===== src/design/rolling_historical_volatility_macros.svh =====
// ----------------------------------------------------------------------------
// rolling historical volatility assertion macros
// shared property wrappers, compiled out when ASSERT_OFF is set
// ----------------------------------------------------------------------------
`ifndef ROLLING_HISTORICAL_VOLATILITY_MACROS_SVH
`define ROLLING_HISTORICAL_VOLATILITY_MACROS_SVH

`ifndef ASSERT_OFF

// plain property checked on every rising clock edge outside reset
`define RHV_ASSERT(lbl, prop) \
    lbl: assert property (@(posedge clk) disable iff (!rst_n) (prop)) \
        else $error("rhv assertion failed");

// same-cycle implication
`define RHV_ASSERT_IMP(lbl, pre, post) \
    lbl: assert property (@(posedge clk) disable iff (!rst_n) (pre) |-> (post)) \
        else $error("rhv implication failed");

// next-cycle implication
`define RHV_ASSERT_NEXT(lbl, pre, post) \
    lbl: assert property (@(posedge clk) disable iff (!rst_n) (pre) |=> (post)) \
        else $error("rhv next-cycle implication failed");

`else

`define RHV_ASSERT(lbl, prop)
`define RHV_ASSERT_IMP(lbl, pre, post)
`define RHV_ASSERT_NEXT(lbl, pre, post)

`endif

`endif


===== src/design/rhv_mul.sv =====
// ----------------------------------------------------------------------------
// rhv_mul
// shared 32 x 32 unsigned multiplier with registered product
// ----------------------------------------------------------------------------
module rhv_mul
(
    input  logic        clk,
    input  logic [31:0] a,
    input  logic [31:0] b,
    output logic [63:0] product
);

    logic [63:0] product_reg;

    // one multiply per cycle, result registered
    always_ff @(posedge clk)
    begin
        product_reg <= 64'(a) * 64'(b);
    end

    assign product = product_reg;

endmodule


===== config.mk =====
export PLATFORM = sky130hd
export DESIGN_NAME = rhv_mul
export DESIGN_NICKNAME = d
export VERILOG_FILES = /design/src/design/rolling_historical_volatility_macros.svh /design/src/design/rhv_mul.sv
export SDC_FILE = /design/constraint.sdc
export NUM_CORES = 2
export LEC_CHECK = 0
export ABC_AREA = 0
export BUFFER_PORTS_ARGS = -buffer_cell sky130_fd_sc_hd__buf_2
export CAP_MARGIN = 5
export CORE_MARGIN = 1
export CORE_UTILIZATION = 60
export CTS_BUF_LIST = sky130_fd_sc_hd__clkbuf_2
export DETAILED_ROUTE_END_ITERATION = 16
export GPL_ROUTABILITY_DRIVEN = 0
export PLACE_DENSITY = 0.87
export REMOVE_ABC_BUFFERS = 1
export SYNTH_ARGS = -nofsm -noshare
export SYNTH_HDL_FRONTEND = slang
export SYNTH_SLANG_ARGS = --single-unit
export TNS_END_PERCENT = 100

===== constraint.sdc =====
create_clock -name clk -period 7.35 [get_ports clk]
set_input_delay 1.1025 -clock clk [delete_from_list [all_inputs] [get_ports clk]]
set_output_delay 1.1025 -clock clk [all_outputs]
set_load 0.03 [all_outputs]

==> results.tsv <==
stage	metric	value	unit
status	status	finished with violations	
status	violations	negative setup slack	
layout	area.growth.synth_to_final	14.9	%
critical_path	worst_setup_path_end_kind	register	
timing	maxSlewHeadroom	0.645	
synth	synthArstFlopShare	0	
timing	crit_share_post_route	1.07	
layout	instances_no_fill	4835	
cts	clock_path_buffers	2	
hold_path	min_delay_path_depth	3	
critical_path	worst-setup-path-type	primary input to register	
synth	synth_top_area_frac	0.517	
global_routing	grt_antenna_before_repair	10	
place	port_buffers	128	
timing	grt_setup_unrepaired	true	
synth	cell_area_after_technology_mapping	0.0347	mm²
route	totalWireLength	108	mm
global_routing	first_global_vias	31923	
synth	synth_edf_count	0	
place	place_ws	-1020	ps
floorplan	starting_density_of_the_core	0.611	
flow_run	max-cap-violations	0	
route	routed_wire_length_per_instance	22.3	µm
floorplan	die_w	242	µm
layout	mostFrequentLayoutCell	fa_1	
global_routing	gr-usage-all-layers	0.357	
critical_path	arrival	8470	ps
floorplan	number_of_placement_rows	87	
synth	synth-warning-count	0	
cts	htreeDepth	3	
route	post-route-drc-count	0	
cts	clockRootBuffer	clkbuf_2	
floorplan	core-area	0.0567	mm²
place	detailed_place_hpwl	83.3	mm
critical_path	cp.required	7970	ps
synth	largest_area_contributor_in_the_netlist	fa_1	
cts	cts.clk_slew.worst_paths	210	ps
floorplan	floorplan.die.height	242	µm
synth	synth.ff_latch_count	64	
synth	synth_area_leaders	fa_1 (52%), and2_1 (11%), ha_1 (9.5%)	
synth	synth.lib_cells_used.distinct	57	
layout	finish.utilization	0.703	
global_routing	grt_pass1_wl	162	mm
timing	finalWorstSetupSlack	-503	ps
layout	largest_register_ff_count	64	
synth	synth_area_per_cell	9.25	µm²
global_routing	grt_overflow_total	0	
route	drt-pass1-iter-count	8	
cts	cts_sinks	64	
timing	period_minus_slack	7850	ps
timing	report.final.setup_viol	27	
hold_path	holdCritPathClass	primary input to register	
timing	drv_slew	0	
route	drt-vias-per-instance	5.94	
layout	most-common-layout-cells	fa_1 (874), inv_1 (855), and2_1 (590)	
cts	cts_tree	done	
critical_path	critical_path_peak_fanout	18	
global_routing	grt_start_max_net_pins	28	
cts	cts_inserted_buffers	9	
synth	synth_ff_type	dfxtp_1	
critical_path	critPathLaunchType	primary input	
timing	final_number_of_hold_violating_endpoints	0	
route	vias	28742	
route	ant_nets	0	
layout	fin_nets	5286	
timing	fmaxAchievable	0.127	GHz
floorplan	io-pin-count	129	
timing	worst_pin_slew	530	ps
layout	post_route_cells_drive_above_1_share	0.164	
route	initialDrtViolationCount	2869	
floorplan	die_area	0.0588	mm²
synth	synthCells	3748	
synth	synth_seq_area_share	0.0369	
place	dp_cells	4787	
## critical path, stage by stage
cell and delay (ps):
buf_4 210, buf_4 200, and2_1 160, fa_1 470, inv_1 70, fa_2 650, fa_2 500, fa_1 510
inv_1 60, fa_1 460, fa_2 590, fa_1 490, fa_1 550, ha_4 300, buf_4 140, nand4_1 440
o31ai_4 460, a221oi_4 100, buf_6 150, o31ai_4 240, buf_12 170, nand4_1 100, nor3b_1 170, buf_4 130
## synthesized netlist by cell type, types with 3 or more instances
master / number
fa_1: 896
inv_1: 865
and2_1: 602
nand2_1: 480
ha_1: 263
clkbuf_1: 213
dfxtp_1: 64
a21oi_1: 63
a21o_1: 40
xnor2_1: 35
xor2_1: 25
nand4_1: 23
o21ai_0: 21
nor2_1: 20
and3_1: 14
a31oi_1: 12
nand3_1: 10
o21bai_1: 10
o21a_1: 9
nor3_1: 7
buf_2: 6
o21ai_1: 5
a221o_1: 4
a211oi_1: 3
a21boi_1: 3
a21oi_2: 3
a221oi_4: 3
and4_1: 3
o221ai_1: 3
o31ai_4: 3
or2_2: 3
or3_1: 3
or4_1: 3
## area by class of cell
type,count,area [µm²]
multi-input cells,2599,29900
inverters,865,3250
clock inverters,4,47.5
fillers,3522,16900
well taps,756,946
diodes,14,35.0
clock buffers,10,50.0
flip-flops and latches,64,1280
repair buffers,523,4340
## stage by stage
stage / TNS (ps) / hold slack [ps] / cell area (µm²)
3_3_place_gp: -25560 / 1540 / 38500
6_report: -5260 / 1210 / 39900
2_1_floorplan: -931 / 1220 / 33800
5_1_grt: -8410 / 1160 / 39800
4_1_cts: -219 / 1180 / 39200
3_5_place_dp: -31810 / 1540 / 38500
## repair_timing
| item | 4_1_cts | 5_1_grt |
|---|---|---|
| endpoints found under the hold margin | 0 | 0 |
| hold buffers | 0 | 0 |
| resized for setup | 100 | 136 |
| pin swaps | 55 | 69 |
| endpoints found under the setup margin | 30 | 34 |
| buffers inserted | 7 | 16 |
| gates cloned | 4 | 0 |
## cells by family (layout without fill, tap and decap cells)
logic type,count (synthesis),after routing,share of synthesized area
AOI/OAI and AO/OA,202,202,0.0415
buffers and inverters,1085,1402,0.118
other,0,14,0
adders and majority gates,1159,1159,0.612
and+or+nand+nor,1177,1177,0.176
muxes,1,1,0.000289
xor gates and xnor gates,60,60,0.0152
DFF,64,64,0.0369
## per-layer routing
layer  wire (µm)  track usage  share of wire  vias to the layer above
li1            -            -              -                    11490
met1       34000        0.411           0.31                    14297
met2       51100        0.590           0.47                     2160
met3       13000       0.0903           0.12                      791
met4        9720        0.238          0.090                        4
met5          30            0        0.00028                        -
## final timing paths
path | start | end | slack (ps)
worst min-delay path | b[0] | product[0] | 1210
worst max-delay path | a[16] | product[61] | -500
Power is left out: the tool's default activity adds up to more than one toggle a clock period on the data nets, which glitch-free logic cannot reach.
