$ cat src/design/rolling_historical_volatility_macros.svh
// ----------------------------------------------------------------------------
// rolling historical volatility assertion macros
// shared property wrappers, compiled out when ASSERT_OFF is set
// ----------------------------------------------------------------------------
`ifndef ROLLING_HISTORICAL_VOLATILITY_MACROS_SVH
`define ROLLING_HISTORICAL_VOLATILITY_MACROS_SVH

`ifndef ASSERT_OFF

// plain property checked on every rising clock edge outside reset
`define RHV_ASSERT(lbl, prop) \
    lbl: assert property (@(posedge clk) disable iff (!rst_n) (prop)) \
        else $error("rhv assertion failed");

// same-cycle implication
`define RHV_ASSERT_IMP(lbl, pre, post) \
    lbl: assert property (@(posedge clk) disable iff (!rst_n) (pre) |-> (post)) \
        else $error("rhv implication failed");

// next-cycle implication
`define RHV_ASSERT_NEXT(lbl, pre, post) \
    lbl: assert property (@(posedge clk) disable iff (!rst_n) (pre) |=> (post)) \
        else $error("rhv next-cycle implication failed");

`else

`define RHV_ASSERT(lbl, prop)
`define RHV_ASSERT_IMP(lbl, pre, post)
`define RHV_ASSERT_NEXT(lbl, pre, post)

`endif

`endif

$ cat src/design/rhv_pkg.sv
// ----------------------------------------------------------------------------
// rhv_pkg
// widths, constants and shared types of the rolling volatility block
// ----------------------------------------------------------------------------
package rhv_pkg;

    // request kinds carried in tuser
    localparam logic CMD_TICK  = 1'b0;
    localparam logic CMD_CLEAR = 1'b1;

    // return window
    localparam int WINDOW      = 64;
    localparam int IDX_W       = $clog2(WINDOW);
    localparam int CNT_W       = $clog2(WINDOW + 1);
    localparam int MIN_RETURNS = 5;

    // field widths
    localparam int SPOT_W = 32;
    localparam int RET_W  = 24;
    localparam int HV_W   = 32;

    // log2 format: 5 integer bits, 28 fraction bits
    localparam int FRAC_W = 28;
    localparam int EXP_W  = 5;
    localparam int LOG_W  = EXP_W + FRAC_W;

    // running totals
    localparam int S1_W = RET_W + IDX_W + 1;
    localparam int S2_W = 2 * RET_W + IDX_W;
    localparam int SQ_W = 2 * RET_W - 1;
    localparam int D_W  = 59;

    // divide and root unit
    localparam int NUM_W  = 75;
    localparam int DEN_W  = 12;
    localparam int ROOT_W = 38;

    // ln2 in Q30 and 252 * 256 annualising scale
    localparam logic [31:0] LN2_Q30   = 32'd744261118;
    localparam logic [15:0] ANN_SCALE = 16'd64512;

    // saturation limits of the Q4.20 return
    localparam logic [RET_W-1:0] RET_POS_MAX = 24'h7FFFFF;
    localparam logic [RET_W-1:0] RET_NEG_MAG = 24'h800000;

    // request into the divide and root unit
    typedef struct packed {
        logic             start;
        logic [NUM_W-1:0] num;
        logic [DEN_W-1:0] den;
    } ds_req_t;

    // status back from the divide and root unit
    typedef struct packed {
        logic              busy;
        logic              done;
        logic [ROOT_W-1:0] root;
    } ds_rsp_t;

endpackage

$ cat src/design/rhv_ring.sv
// ----------------------------------------------------------------------------
// rhv_ring
// ring store of the last returns, one write and one registered read port
// ----------------------------------------------------------------------------
module rhv_ring
(
    input  logic                       clk,
    input  logic                       wr_en,
    input  logic [rhv_pkg::IDX_W-1:0]  wr_addr,
    input  logic [rhv_pkg::RET_W-1:0]  wr_data,
    input  logic [rhv_pkg::IDX_W-1:0]  rd_addr,
    output logic [rhv_pkg::RET_W-1:0]  rd_data
);

    logic [rhv_pkg::RET_W-1:0] mem [rhv_pkg::WINDOW];
    logic [rhv_pkg::RET_W-1:0] rd_data_reg;

    // write port and registered read port
    always_ff @(posedge clk)
    begin
        if (wr_en)
        begin
            mem[wr_addr] <= wr_data;
        end
        rd_data_reg <= mem[rd_addr];
    end

    assign rd_data = rd_data_reg;

endmodule

$ cat config.mk
export PLATFORM = sky130hd
export DESIGN_NAME = rhv_ring
export DESIGN_NICKNAME = d
export VERILOG_FILES = /design/src/design/rolling_historical_volatility_macros.svh /design/src/design/rhv_pkg.sv /design/src/design/rhv_ring.sv
export SDC_FILE = /design/constraint.sdc
export NUM_CORES = 1
export LEC_CHECK = 0
export BUFFER_PORTS_ARGS = -buffer_cell sky130_fd_sc_hd__buf_2
export CAP_MARGIN = 20
export CORE_ASPECT_RATIO = 0.7
export CORE_UTILIZATION = 40
export DETAILED_ROUTE_END_ITERATION = 12
export RECOVER_POWER = 25
export SYNTH_ARGS = -nofsm -noshare
export SYNTH_HDL_FRONTEND = slang
export SYNTH_SLANG_ARGS = --single-unit
$ cat constraint.sdc
create_clock -name clk -period 3.8 [get_ports clk]
set_input_delay 0.38 -clock clk [delete_from_list [all_inputs] [get_ports clk]]
set_output_delay 0.38 -clock clk [all_outputs]
set_load 0.01 [all_outputs]
==> results by group <==
STA
  – Fin crit share: 0.659
  – Endpoints failing hold: 0
  – Finish-stage setup viols: 0
  – Final Max Tran Viols: 501
  – Period minus WS final: roughly 2.5 ns
  – Max Freq: between 300 and 400 MHz
  – Slew margin rel.: -1.00
  – Worst-margin pin slew: ~3 ns
  – RSZ-0062 raised after global routing: no
  – Clk_skew: between 0.02 and 0.03 ns
  – Fin Setup TNS: 0 ns

Synth
  – Post-synth EDFFs: about 1500
  – Ys Warns: 0
  – Post-synth cell types: 40
  – Main combinational cell family by area after synthesis: multiplexers
  – Post-Synth XOR/XNOR Area: 0
  – Syn Nets: about 2600
  – Primary FF master, synth: edfxtp_1
  – Cell taking the most area after synthesis: edfxtp_1
  – Yosys reg bits: ~1600
  – Largest cells by area after synthesis: edfxtp_1, mux4_2, mux2i_1, mux2_2, dfxtp_1
  – Post-synth top area share: 0.778
  – Cell area after synthesis: around 0.059 sq mm
  – Mean post-synth cell area: about 23 sq um
  – Area share of and/or/nand/nor cells after synthesis: 0.0156
  – Mux cell area share after synthesis: 0.161
  – Post-Synth Adder-Cell Area: 0
  – Async SR Flop Fraction: 0
  – Compound-cell area share of the yosys netlist: 0.0244
  – Post-synthesis sequential area ratio: 0.786
  – Post-Synthesis Cells: between 2000 and 3000

Clock tree
  – H-tree levels: 4
  – CTS root buffer: clkbuf_16
  – Worst-path clk slew: about 0.070 ns
  – # resized after CTS: 0
  – Clk sinks: approximately 1600
  – Deepest clock path buffer count: 3
  – Setup bufs post-CTS: 0
  – Number of buffers created by CTS: 141
  – Clock Latency Late Sink: approximately 0.76 ns
  – TritonCTS clock tree: done

Global routing
  – Routing usage on met2: 0.297
  – Vias in the first global route: 28900
  – Busiest grt layer: met1
  – Initial antenna violation count: 8
  – Remaining Overflow, GRT: 0
  – Met1 usage: 0.304
  – Largest net degree at the start of global routing: 70
  – First-pass GRT wire length: between 200000 and 250000 microns
  – GR Layer Usage met3: 0.0381
  – Total Routing Usage GR: 0.201

Layout
  – Area growth from synthesis to layout: 14.2%
  – Layout Nets: ~2900
  – Fill count: about 12000
  – Final Core Density: 0.463
  – Fin area: ~0.068 sq mm
  – Antenna diode count: 0
  – Largest register FFs: about 1500
  – Share of cells above drive strength 1: 0.300

Die
  – Cell Rows: between 100 and 150
  – Die Ht: approximately 320 microns
  – Initial Util: 0.405
  – I/O Pins: between 60 and 70
  – Chip width: approximately 460 microns
  – Die area: roughly 0.15 sq mm
  – Core Region: about 0.15 sq mm

Flow run
  – Max-cap violations: 11

Setup path
  – Critical-path cell list: buf_2 > clkbuf_1
  – Worst Reg-to-Reg Cells: 5
  – Stages on the worst setup path: 2
  – Slowest cell on crit path: clkbuf_1
  – Worst-path fanout max: between 60 and 70
  – Critical Path Sink Type: flop
  – CP required: 3.91 ns
  – CP bufs+invs: 2
  – CP delay by family, top: buffers and inverters
  – Worst endpoint data arrival time: around 2.6 ns
  – WS Path Type: in2reg
  – Startpoint Class: primary input
  – Max incr delay on CP: around 2.1 ns

Outcome
  – Failing checks: capacitance limit, slew limit
  – Run status: complete, but fails checks

Pwr
  – Seq pwr share: 0.547
  – NetSw: around 0.0073 W
  – Total power: roughly 0.035 W
  – Pwr/cell area: just over 500 mW/mm^2
  – Leak Pwr: 21.2 nW
  – Clk pwr share: 0.403
  – Peak supply drop: roughly 0.49 mV
  – Comb power frac: 0.050
  – Switching share of total power: 0.210
  – Internal power: about 0.028 W

Placed design
  – IO buf count: around 60
  – Detailed Place HPWL: around 91000 microns
  – RD Place Congestion: around 0.83
  – Placed inst area: between 0.06 and 0.07 sq mm

Hold path
  – Hold Crit Depth: 1
  – Hold WC Path Type: in2reg

Route
  – Final ANT Viol Nets: 0
  – Pre-Repair DR Iteration Count: 5
  – Remaining DRCs: 0
  – Total number of vias: between 20000 and 30000
  – Drt first-iter violations: roughly 3500
  – Vias per Instance: about 5.8
  – Post-Route WL: around 150000 microns
  – Routed length per instance: roughly 30 microns
## worst paths after layout
| kind | slack [ns] | end | start |
|---|---|---|---|
| worst max-delay path | 1.30 | mem[20][16] | wr_data[16] |
| worst min-delay path | 0.13 | mem[36][18] | wr_data[18] |
| worst max register to register | 1.60 | rd_data[10] | mem[55][10] |
| worst min register to register | 0.89 | rd_data[15] | mem[53][15] |
## placed cells by master (no fill, tap or decap), types with 9 or more instances in the layout
cell,netlist,final
nand3_1,20,20
o22ai_1,53,53
mux4_2,355,355
or3_1,10,10
buf_2,45,40
clkbuf_1,44,67
edfxtp_1,1536,1536
buf_12,0,24
clkinv_1,1,28
buf_4,31,154
nand2_1,36,36
a21oi_1,22,22
mux2i_1,95,95
clkinv_2,0,20
clkbuf_16,0,149
dfxtp_1,24,24
a22oi_1,29,29
mux2_2,53,53
nor2_1,80,18
a31oi_1,13,13
and3_1,16,16
o21ai_0,12,12
o21a_1,13,13
nor2_2,0,62
bufinv_16,0,11
a221oi_1,52,52
nor2b_1,9,9
## per-stage QoR
| stage | hold slack (ns) | instances | worst slack, ns |
|---|---|---|---|
| 2_1_floorplan | 0.479 | 2610 | 0.823 |
| 3_3_place_gp | 0.853 | 4669 | 0.749 |
| 3_5_place_dp | 0.841 | 4669 | 0.787 |
| 4_1_cts | 0.0536 | 4928 | 1.60 |
| 5_1_grt | 0.147 | 4945 | 1.05 |
| 6_report | 0.127 | 4945 | 1.30 |
## worst reg2reg max path: cells and delay by family, from the launching register on
kind | cells | cell delay [ns]
AOI/OAI and AO/OA | 3 | 0.98
muxes | 2 | 0.76
DFF | 1 | 0.37
## synthesized netlist by cell type, types with 2 or more instances
library cell     n
nand3_1         20
or3_1           10
nand2b_1         6
mux4_2         355
mux2_2          53
and3_1          16
a221o_1          4
and2_1           3
nor2_1          80
mux2i_1         95
or2_2            3
or3b_2           3
a21oi_1         22
nor2b_1          9
buf_4           31
o21ai_0         12
o211ai_1         2
a31oi_1         13
o21ai_1          6
o21a_1          13
a22oi_1         29
nand3b_1         3
buf_6            8
buf_1           13
nand4_1          2
clkbuf_1        44
nor3_1           2
edfxtp_1      1536
dfxtp_1         24
a221oi_1        52
nand2_1         36
o22ai_1         53
buf_2           45
## per-layer routing
| layer | vias to the layer above | routed length, microns | part of all wire |
|---|---|---|---|
| met2 | 1284 | 66500 | 0.45 |
| met3 | 196 | 12800 | 0.087 |
| met4 | 4 | 3220 | 0.022 |
| li1 | 11700 | - | - |
| met5 | - | 32 | 0.00022 |
| met1 | 15400 | 65400 | 0.44 |
## kinds of logic (layout without fill, tap and decap cells)
kind of cell,after synthesis,after routing
AOI/OAI and AO/OA,207,207
buffers and inverters,144,516
DFF,1560,1560
muxes,503,503
and+or+nand+nor,196,196
## final cells by class
type	instances	area, sq um	area share
clock buffers	187	3870	0.0572
clock inverters	72	657	0.00970
inverters	2	7.51	0.000111
multi-input cells	906	12100	0.178
flip-flops and latches	1560	46600	0.688
well taps	1963	2460	0.0363
repair buffers	255	2040	0.0301
## power by group through the flow
stage	Combinational [W]	Sequential (W)	Clock (W)
6_report	0.00176	0.0191	0.0141
5_1_grt	0.00187	0.0191	0.0150
4_1_cts	0.00177	0.0191	0.0144
3_5_place_dp	0.00176	0.0195	0
3_3_place_gp	0.00173	0.0195	0
2_1_floorplan	0.000941	0.0195	0
## what timing repair did
| action | 4_1_cts | 5_1_grt |
|---|---|---|
| endpoints found under the setup margin | 0 | 0 |
| hold buffers | 0 | 5 |
| hold endpoints to repair | 0 | 45 |
Power figures use the tool's default switching activity.
