$ cat src/design/rolling_historical_volatility_macros.svh
// ----------------------------------------------------------------------------
// rolling historical volatility assertion macros
// shared property wrappers, compiled out when ASSERT_OFF is set
// ----------------------------------------------------------------------------
`ifndef ROLLING_HISTORICAL_VOLATILITY_MACROS_SVH
`define ROLLING_HISTORICAL_VOLATILITY_MACROS_SVH

`ifndef ASSERT_OFF

// plain property checked on every rising clock edge outside reset
`define RHV_ASSERT(lbl, prop) \
    lbl: assert property (@(posedge clk) disable iff (!rst_n) (prop)) \
        else $error("rhv assertion failed");

// same-cycle implication
`define RHV_ASSERT_IMP(lbl, pre, post) \
    lbl: assert property (@(posedge clk) disable iff (!rst_n) (pre) |-> (post)) \
        else $error("rhv implication failed");

// next-cycle implication
`define RHV_ASSERT_NEXT(lbl, pre, post) \
    lbl: assert property (@(posedge clk) disable iff (!rst_n) (pre) |=> (post)) \
        else $error("rhv next-cycle implication failed");

`else

`define RHV_ASSERT(lbl, prop)
`define RHV_ASSERT_IMP(lbl, pre, post)
`define RHV_ASSERT_NEXT(lbl, pre, post)

`endif

`endif

$ cat src/design/rhv_pkg.sv
// ----------------------------------------------------------------------------
// rhv_pkg
// widths, constants and shared types of the rolling volatility block
// ----------------------------------------------------------------------------
package rhv_pkg;

    // request kinds carried in tuser
    localparam logic CMD_TICK  = 1'b0;
    localparam logic CMD_CLEAR = 1'b1;

    // return window
    localparam int WINDOW      = 64;
    localparam int IDX_W       = $clog2(WINDOW);
    localparam int CNT_W       = $clog2(WINDOW + 1);
    localparam int MIN_RETURNS = 5;

    // field widths
    localparam int SPOT_W = 32;
    localparam int RET_W  = 24;
    localparam int HV_W   = 32;

    // log2 format: 5 integer bits, 28 fraction bits
    localparam int FRAC_W = 28;
    localparam int EXP_W  = 5;
    localparam int LOG_W  = EXP_W + FRAC_W;

    // running totals
    localparam int S1_W = RET_W + IDX_W + 1;
    localparam int S2_W = 2 * RET_W + IDX_W;
    localparam int SQ_W = 2 * RET_W - 1;
    localparam int D_W  = 59;

    // divide and root unit
    localparam int NUM_W  = 75;
    localparam int DEN_W  = 12;
    localparam int ROOT_W = 38;

    // ln2 in Q30 and 252 * 256 annualising scale
    localparam logic [31:0] LN2_Q30   = 32'd744261118;
    localparam logic [15:0] ANN_SCALE = 16'd64512;

    // saturation limits of the Q4.20 return
    localparam logic [RET_W-1:0] RET_POS_MAX = 24'h7FFFFF;
    localparam logic [RET_W-1:0] RET_NEG_MAG = 24'h800000;

    // request into the divide and root unit
    typedef struct packed {
        logic             start;
        logic [NUM_W-1:0] num;
        logic [DEN_W-1:0] den;
    } ds_req_t;

    // status back from the divide and root unit
    typedef struct packed {
        logic              busy;
        logic              done;
        logic [ROOT_W-1:0] root;
    } ds_rsp_t;

endpackage

$ cat src/design/rhv_divsqrt.sv
// ----------------------------------------------------------------------------
// rhv_divsqrt
// bit-serial divide by a small divisor followed by a digit-by-digit root
// ----------------------------------------------------------------------------
module rhv_divsqrt
(
    input  logic             clk,
    input  logic             rst_n,
    input  rhv_pkg::ds_req_t req,
    output rhv_pkg::ds_rsp_t rsp
);

    localparam logic [1:0] PH_IDLE = 2'd0;
    localparam logic [1:0] PH_DIV  = 2'd1;
    localparam logic [1:0] PH_SQRT = 2'd2;

    localparam int CNT_W    = $clog2(rhv_pkg::NUM_W + 1);
    localparam int X_W      = rhv_pkg::NUM_W + 1;
    localparam int REM_W    = rhv_pkg::ROOT_W + 2;
    localparam int TRY_W    = REM_W + 2;
    localparam int DREM_W   = rhv_pkg::DEN_W + 1;

    logic [1:0]                  phase_reg;
    logic [CNT_W-1:0]            cnt_reg;
    logic [X_W-1:0]              x_reg;
    logic [REM_W-1:0]            rem_reg;
    logic [rhv_pkg::DEN_W-1:0]   den_reg;
    logic [rhv_pkg::ROOT_W-1:0]  root_reg;
    logic                        done_reg;

    logic [DREM_W-1:0]           div_try;
    logic                        div_ge;
    logic [TRY_W-1:0]            sq_try;
    logic [TRY_W-1:0]            sq_sub;
    logic                        sq_ge;

    // restoring divide step: one quotient bit
    always_comb
    begin
        div_try = {rem_reg[rhv_pkg::DEN_W-1:0], x_reg[rhv_pkg::NUM_W-1]};
        div_ge  = div_try >= {1'b0, den_reg};
    end

    // root step: two radicand bits in, one root bit out
    always_comb
    begin
        sq_try = {rem_reg, x_reg[X_W-1:X_W-2]};
        sq_sub = {2'b00, root_reg, 2'b01};
        sq_ge  = sq_try >= sq_sub;
    end

    // sequencing of both phases
    always_ff @(posedge clk or negedge rst_n)
    begin
        if (!rst_n)
        begin
            phase_reg <= PH_IDLE;
            cnt_reg   <= '0;
            x_reg     <= '0;
            rem_reg   <= '0;
            den_reg   <= '0;
            root_reg  <= '0;
            done_reg  <= 1'b0;
        end
        else
        begin
            case (phase_reg)
                PH_IDLE:
                begin
                    done_reg <= 1'b0;
                    if (req.start)
                    begin
                        x_reg     <= {1'b0, req.num};
                        den_reg   <= req.den;
                        rem_reg   <= '0;
                        cnt_reg   <= '0;
                        phase_reg <= PH_DIV;
                    end
                end
                PH_DIV:
                begin
                    x_reg <= {1'b0, x_reg[rhv_pkg::NUM_W-2:0], div_ge};
                    if (cnt_reg == CNT_W'(rhv_pkg::NUM_W - 1))
                    begin
                        // quotient now sits in x_reg; remainder and root restart at zero
                        rem_reg   <= '0;
                        root_reg  <= '0;
                        cnt_reg   <= '0;
                        phase_reg <= PH_SQRT;
                    end
                    else
                    begin
                        if (div_ge)
                        begin
                            rem_reg <= REM_W'(div_try - {1'b0, den_reg});
                        end
                        else
                        begin
                            rem_reg <= REM_W'(div_try);
                        end
                        cnt_reg <= cnt_reg + 1'b1;
                    end
                end
                PH_SQRT:
                begin
                    if (sq_ge)
                    begin
                        rem_reg  <= REM_W'(sq_try - sq_sub);
                    end
                    else
                    begin
                        rem_reg  <= REM_W'(sq_try);
                    end
                    root_reg <= {root_reg[rhv_pkg::ROOT_W-2:0], sq_ge};
                    x_reg    <= {x_reg[X_W-3:0], 2'b00};
                    if (cnt_reg == CNT_W'(rhv_pkg::ROOT_W - 1))
                    begin
                        done_reg  <= 1'b1;
                        phase_reg <= PH_IDLE;
                    end
                    else
                    begin
                        done_reg <= 1'b0;
                        cnt_reg  <= cnt_reg + 1'b1;
                    end
                end
                default:
                begin
                    done_reg  <= 1'b0;
                    phase_reg <= PH_IDLE;
                end
            endcase
        end
    end

    assign rsp.busy = phase_reg != PH_IDLE;
    assign rsp.done = done_reg;
    assign rsp.root = root_reg;

endmodule

$ cat config.mk
export PLATFORM = sky130hd
export DESIGN_NAME = rhv_divsqrt
export DESIGN_NICKNAME = d
export VERILOG_FILES = /design/src/design/rolling_historical_volatility_macros.svh /design/src/design/rhv_pkg.sv /design/src/design/rhv_divsqrt.sv
export SDC_FILE = /design/constraint.sdc
export NUM_CORES = 1
export LEC_CHECK = 0
export ABC_AREA = 1
export CORE_MARGIN = 2
export CORE_UTILIZATION = 50
export CTS_CLUSTER_DIAMETER = 40
export DETAILED_ROUTE_END_ITERATION = 8
export DONT_BUFFER_PORTS = 1
export HOLD_SLACK_MARGIN = 0.05
export PLACE_DENSITY = 0.62
export SLEW_MARGIN = 20
export SYNTH_ARGS = -nofsm -noshare
export SYNTH_HDL_FRONTEND = slang
export SYNTH_SLANG_ARGS = --single-unit
$ cat constraint.sdc
create_clock -name clk -period 6.4 [get_ports clk]
set_input_delay 1.28 -clock clk [delete_from_list [all_inputs] [get_ports clk]]
set_output_delay 1.28 -clock clk [all_outputs]
set_load 0.1 [all_outputs]
==> results.tsv, run 1 <==
metric	value	unit
status	complete, no violations	
RD Place Congestion	0.933	
Hold Crit Class	flip-flop to flip-flop	
f_max	265	MHz
Worst VDD drop	0.405	mV
M1 GR Usage	39.6	%
Final Cycle Share	59.0	%
Synth Area per Inst	6.76	um^2
clock latency on the worst-skew pair	0.45	ns
n_diodes	0	
nets@finish	1969	
Post-synth EDFFs	0	
Tightest Pin Transition	0.939	ns
Pwr Density	534	mW/mm^2
row cnt	58	
Buf+Inv Stages, Crit Path	1	
Async SR Flop Fraction	100	%
vias in the first global route	11543	
die width	163	um
P&R area growth vs syn	6.53	%
DP HPWL	25400	um
pin count of the biggest net entering global routing	177	
Avg WL per Cell	16.9	um
Clock Skew	0.0159	ns
max reg flops	76	
setup TNS	0	ns
RSZ-0062 raised after global routing	false	
crit path max-delay cell type	dfrtp_1	
share of layout cells above drive strength 1	3.50	%
WP data required	6.71	ns
flops & latches, synth	176	
Final Power	7.21	mW
core area	0.0250	mm^2
Sink Count	176	
DR vias/cell	5.59	
Top Usage Layer GRT	met2	
Worst Setup End Kind	flip-flop	
Synth Net Count	2026	
Mapped Cells	1875	
post-cts sizing count	0	
Synth Flop Type	dfrtp_1	
die area	0.0266	mm^2
met2 Use GR	42.7	%
critical path type	flip-flop to flip-flop	
H-tree depth	4	
total number of vias	12087	
1st-iter DRT viols	934	
post-synthesis sequential area ratio	34.8	%
CTS Hold Bufs	0	
Port Buf Inserts	0	
Fin. Hold Viols	0	
commonest non-fill, non-tap cell in the layout	nand2_1	
final wirelength	36600	um
I/O pin cnt	130	
Synth cell types	42	
Worst setup SP type	flip-flop	
post-route ant nets	0	
CTS tree	yes	
Leakage	7.05	nW
met3 Use GR	5.61	%
root buffer cell	clkbuf_16	
worst-path fanout max	40	
worst slack, placed	2.72	ns
Setup-failing EPs final	0	
fin util	53.9	%
CP delay by family, top	simple AND/OR/NAND/NOR gates	
GRT Total Usage	28.0	%
most frequent CP cell	nand2_1	
fin worst setup slack	2.63	ns
Max clock buf depth	2	
max-capacitance violation count	0	
Final min period	3.77	ns
Initial Util	50.6	%
mapped cell area	0.0127	mm^2
Setup Buffers After CTS	0	
initial antenna violation count	1	
GR Overflow Total	0	
first-pass GRT wire length	59500	um
die height	163	um
relative max-transition margin	37.4	%
Pins Over Slew Limit	0	
CTS Buf Count	17	
CTS clk-pin slew, worst paths	0.08	ns
DRC Markers	0	
TritonRoute pass-1 iters	5	
CP Data Arrival Time	4.09	ns
Synthesis Warnings	0	
max incr delay on CP	0.93	ns
worst-path cell chain	inv_1 > ha_1 > nand2_1 > nor2_1 > nand2_1 > nor2_1 > nand3_1 > nand3_1 > nor2_2 > nand2_2 > nand2_1 > nand3_1 > nand2_1 > nand2_1 > o21ai_1	
most frequent cells in the layout	558 x nand2_1, 250 x inv_1, 213 x a21oi_1	
==> power breakdown <==
part           switching, mW  internal (mW)  leakage, nW
logic                   2.94           1.35         4.49
clock network          0.591          0.547        0.307
registers              0.325           1.46         2.26
total                   3.86           3.36         7.05
==> cells in the mapped netlist (all sizes together) (33+ instances only) <==
library cell / number / share of area [%]
nor2: 188 / 5.6
a32oi: 71 / 4.9
ha: 60 / 5.9
buf: 40 / 1.6
inv: 253 / 7.5
clkbuf: 48 / 1.4
nand2: 560 / 17
a21oi: 215 / 8.5
o21ai: 33 / 1.3
o22ai: 41 / 2.0
dfrtp: 176 / 35
nand3: 99 / 4.0
==> kinds of logic after synthesis <==
logic type / share of synthesized area, %
fa+ha+maj: 6.08
buf+inv: 10.5
simple gates: 28.9
flops: 34.8
mux: 0.0888
xor+xnor: 1.87
compound gates: 17.8
==> area by class of cell <==
class / instances / area (um^2)
fillers: 2550 / 11500
multi-input cells: 1358 / 6980
flip-flops and latches: 176 / 4400
inverters: 253 / 951
clock buffers: 17 / 425
well taps: 330 / 413
clock inverters: 15 / 221
repair buffers: 12 / 110
==> routing by layer <==
layer	part of all wire (%)	vias to the layer above
li1	-	6023
met2	43	367
met3	6.8	60
met5	0.044	-
met4	2.3	2
met1	48	5635
==> worst register-to-register path: stages (launching register included) <==
cell and delay (ns):
dfrtp_1 0.93, inv_1 0.24, ha_1 0.47, nand2_1 0.15, nor2_1 0.23, nand2_1 0.13, nor2_1 0.15, nand3_1 0.09
nand3_1 0.10, nor2_2 0.05, nand2_2 0.65, nand2_1 0.11, nand3_1 0.12, nand2_1 0.07, nand2_1 0.08, o21ai_1 0.06
==> worst paths after layout <==
kind                                   start  cells after the start  slack, ns           end
worst max-delay path            root_reg[26]                     15       2.63   rem_reg[15]
worst min-delay path             rem_reg[38]                      2       0.49   rem_reg[38]
worst max register to register  root_reg[26]                     15       2.63   rem_reg[15]
worst min register to register   rem_reg[38]                      2       0.49   rem_reg[38]
max in group asynchronous              rst_n                      0       5.41    rem_reg[8]
min in group asynchronous              rst_n                      0       0.51  root_reg[11]
==> metrics by stage <==
step,hold slack (ns),std cells,area (um^2)
finish,0.492,2161,13500
global route,0.491,2161,13500
CTS,0.493,2160,13500
detailed placement,0.473,2128,12800
global placement,0.471,2128,12800
floorplan,0.450,1875,12700
No activity file was read; power rests on OpenSTA's default activity.
==> inputs of run 2 (changes only) <==
--- a/config.mk
+++ b/config.mk
@@ -12,7 +12,7 @@
 export DETAILED_ROUTE_END_ITERATION = 8
 export DONT_BUFFER_PORTS = 1
 export HOLD_SLACK_MARGIN = 0.05
-export PLACE_DENSITY = 0.62
+export PLACE_DENSITY = 0.65
 export SLEW_MARGIN = 20
 export SYNTH_ARGS = -nofsm -noshare
 export SYNTH_HDL_FRONTEND = slang
==> constraint.sdc (replaced) <==
create_clock -name clk -period 3.31 [get_ports clk]
set_input_delay 0.662 -clock clk [delete_from_list [all_inputs] [get_ports clk]]
set_output_delay 0.662 -clock clk [all_outputs]
set_load 0.1 [all_outputs]
==> results.tsv, run 2 (synthesized netlist as in run 1, its figures left out) <==
metric	value	unit
final wirelength	36200	um
Final Cell Area	0.0139	mm^2
Critical Path End	rem_reg[13]	
Max clock buf depth	2	
most frequent cells in the layout	558 x nand2_1, 250 x inv_1, 213 x a21oi_1	
CTS clk-pin slew, worst paths	0.09	ns
DP HPWL	25900	um
pin count of the biggest net entering global routing	177	
worst-path fanout max	27	
Tightest Pin Transition	0.893	ns
total number of vias	12088	
Leakage	7.30	nW
initial antenna violation count	0	
RR Startpoint	x_reg[74]	
Pwr Density	1020	mW/mm^2
placed cell area	0.0132	mm^2
die height	163	um
max-capacitance violation count	0	
DRC Markers	0	
Setup Buffers After CTS	0	
P&R area growth vs syn	9.29	%
status	finished with violations	
Final min period	2.81	ns
core area	0.0250	mm^2
hold slack	-0.104	ns
Stages on worst setup path	12	
GRT Total Usage	27.8	%
Hold Crit Class	primary input to async pin	
Setup-failing EPs final	0	
setup TNS	0	ns
GR Overflow Total	0	
row cnt	58	
1st-iter DRT viols	1070	
Initial Util	50.6	%
crit path max-delay cell type	dfrtp_1	
critical path startpoint	x_reg[74]	
commonest non-fill, non-tap cell in the layout	nand2_1	
Buf+Inv Stages, Crit Path	2	
H-tree depth	4	
n_diodes	0	
max incr delay on CP	0.45	ns
first-pass GRT wire length	59300	um
die width	163	um
Pins Over Slew Limit	0	
post-route ant nets	0	
R2R cell count	12	
Sink Count	176	
RSZ-0062 raised after global routing	false	
CTS Buf Count	17	
clock latency on the worst-skew pair	0.45	ns
root buffer cell	clkbuf_16	
Avg WL per Cell	16.4	um
nets@finish	2014	
f_max	356	MHz
Worst Setup End Kind	flip-flop	
TritonRoute pass-1 iters	7	
RD Place Congestion	1.00	
share of layout cells above drive strength 1	5.81	%
max reg flops	76	
I/O pin cnt	130	
WP data required	3.62	ns
R2R Setup Slk	0.50	ns
die area	0.0266	mm^2
Crit Reg-Reg Endpoint	rem_reg[13]	
most frequent CP cell	nand2_1	
vias in the first global route	11595	
Clock Skew	0.0117	ns
Fin. Hold Viols	47	
post-cts sizing count	0	
CP Data Arrival Time	3.12	ns
DR vias/cell	5.48	
CP delay by family, top	simple AND/OR/NAND/NOR gates	
Final Cycle Share	84.9	%
worst-path cell chain	inv_1 > ha_1 > inv_1 > fa_1 > nand3_1 > nand3_1 > nand2_1 > nand3_4 > nand4_4 > nand2_1 > nand2_1 > o21ai_1	
critical path type	flip-flop to flip-flop	
Worst VDD drop	0.993	mV
failing checks	negative hold slack	
Worst setup SP type	flip-flop	
relative max-transition margin	40.5	%
Port Buf Inserts	0	
CTS tree	yes	
## run 2: worst min path at each step
stage / to / slack [ns]
2_1_floorplan: cnt_reg[0] / 0.37
3_3_place_gp: root_reg[15] / 0.37
3_5_place_dp: root_reg[13] / 0.37
4_1_cts: root_reg[13] / -0.12
5_1_grt: root_reg[13] / -0.12
6_report: root_reg[13] / -0.10
## run 2: through the flow
stage / power (mW) / util (%) / setup slack [ns] / hold WS (ns) / cells
2_1_floorplan: 9.67 / - / 0.523 / 0.366 / 1875
3_3_place_gp: 11.7 / 52.8 / 0.535 / 0.374 / 2174
3_5_place_dp: 11.8 / 52.8 / 0.506 / 0.374 / 2174
4_1_cts: 14.0 / 55.3 / 0.497 / -0.116 / 2206
5_1_grt: 15.3 / 55.3 / 0.190 / -0.125 / 2206
6_report: 14.1 / 55.3 / 0.499 / -0.104 / 2206
## run 2: final cells by class
| type | instances | area, um^2 |
|---|---|---|
| Inverter | 253 | 951 |
| Tap cell | 330 | 413 |
| Multi-Input combinational cell | 1358 | 6980 |
| Sequential cell | 176 | 4400 |
| Fill cell | 2482 | 11200 |
| Clock inverter | 15 | 216 |
| Timing Repair Buffer | 57 | 465 |
| Clock buffer | 17 | 425 |
## run 2: power by group
| group | switching (mW) | leakage, nW | total, mW | internal, mW |
|---|---|---|---|---|
| combinational | 5.83 | 4.73 | 8.57 | 2.74 |
| clock | 1.13 | 0.307 | 2.20 | 1.06 |
| sequential | 0.483 | 2.26 | 3.30 | 2.82 |
## run 2: metal layers
metal | GRT usage, % | wire [um]
met5 | 0 | 0
met4 | 8.21 | 737
met3 | 6.15 | 2320
met2 | 44.1 | 16400
met1 | 38.1 | 16700
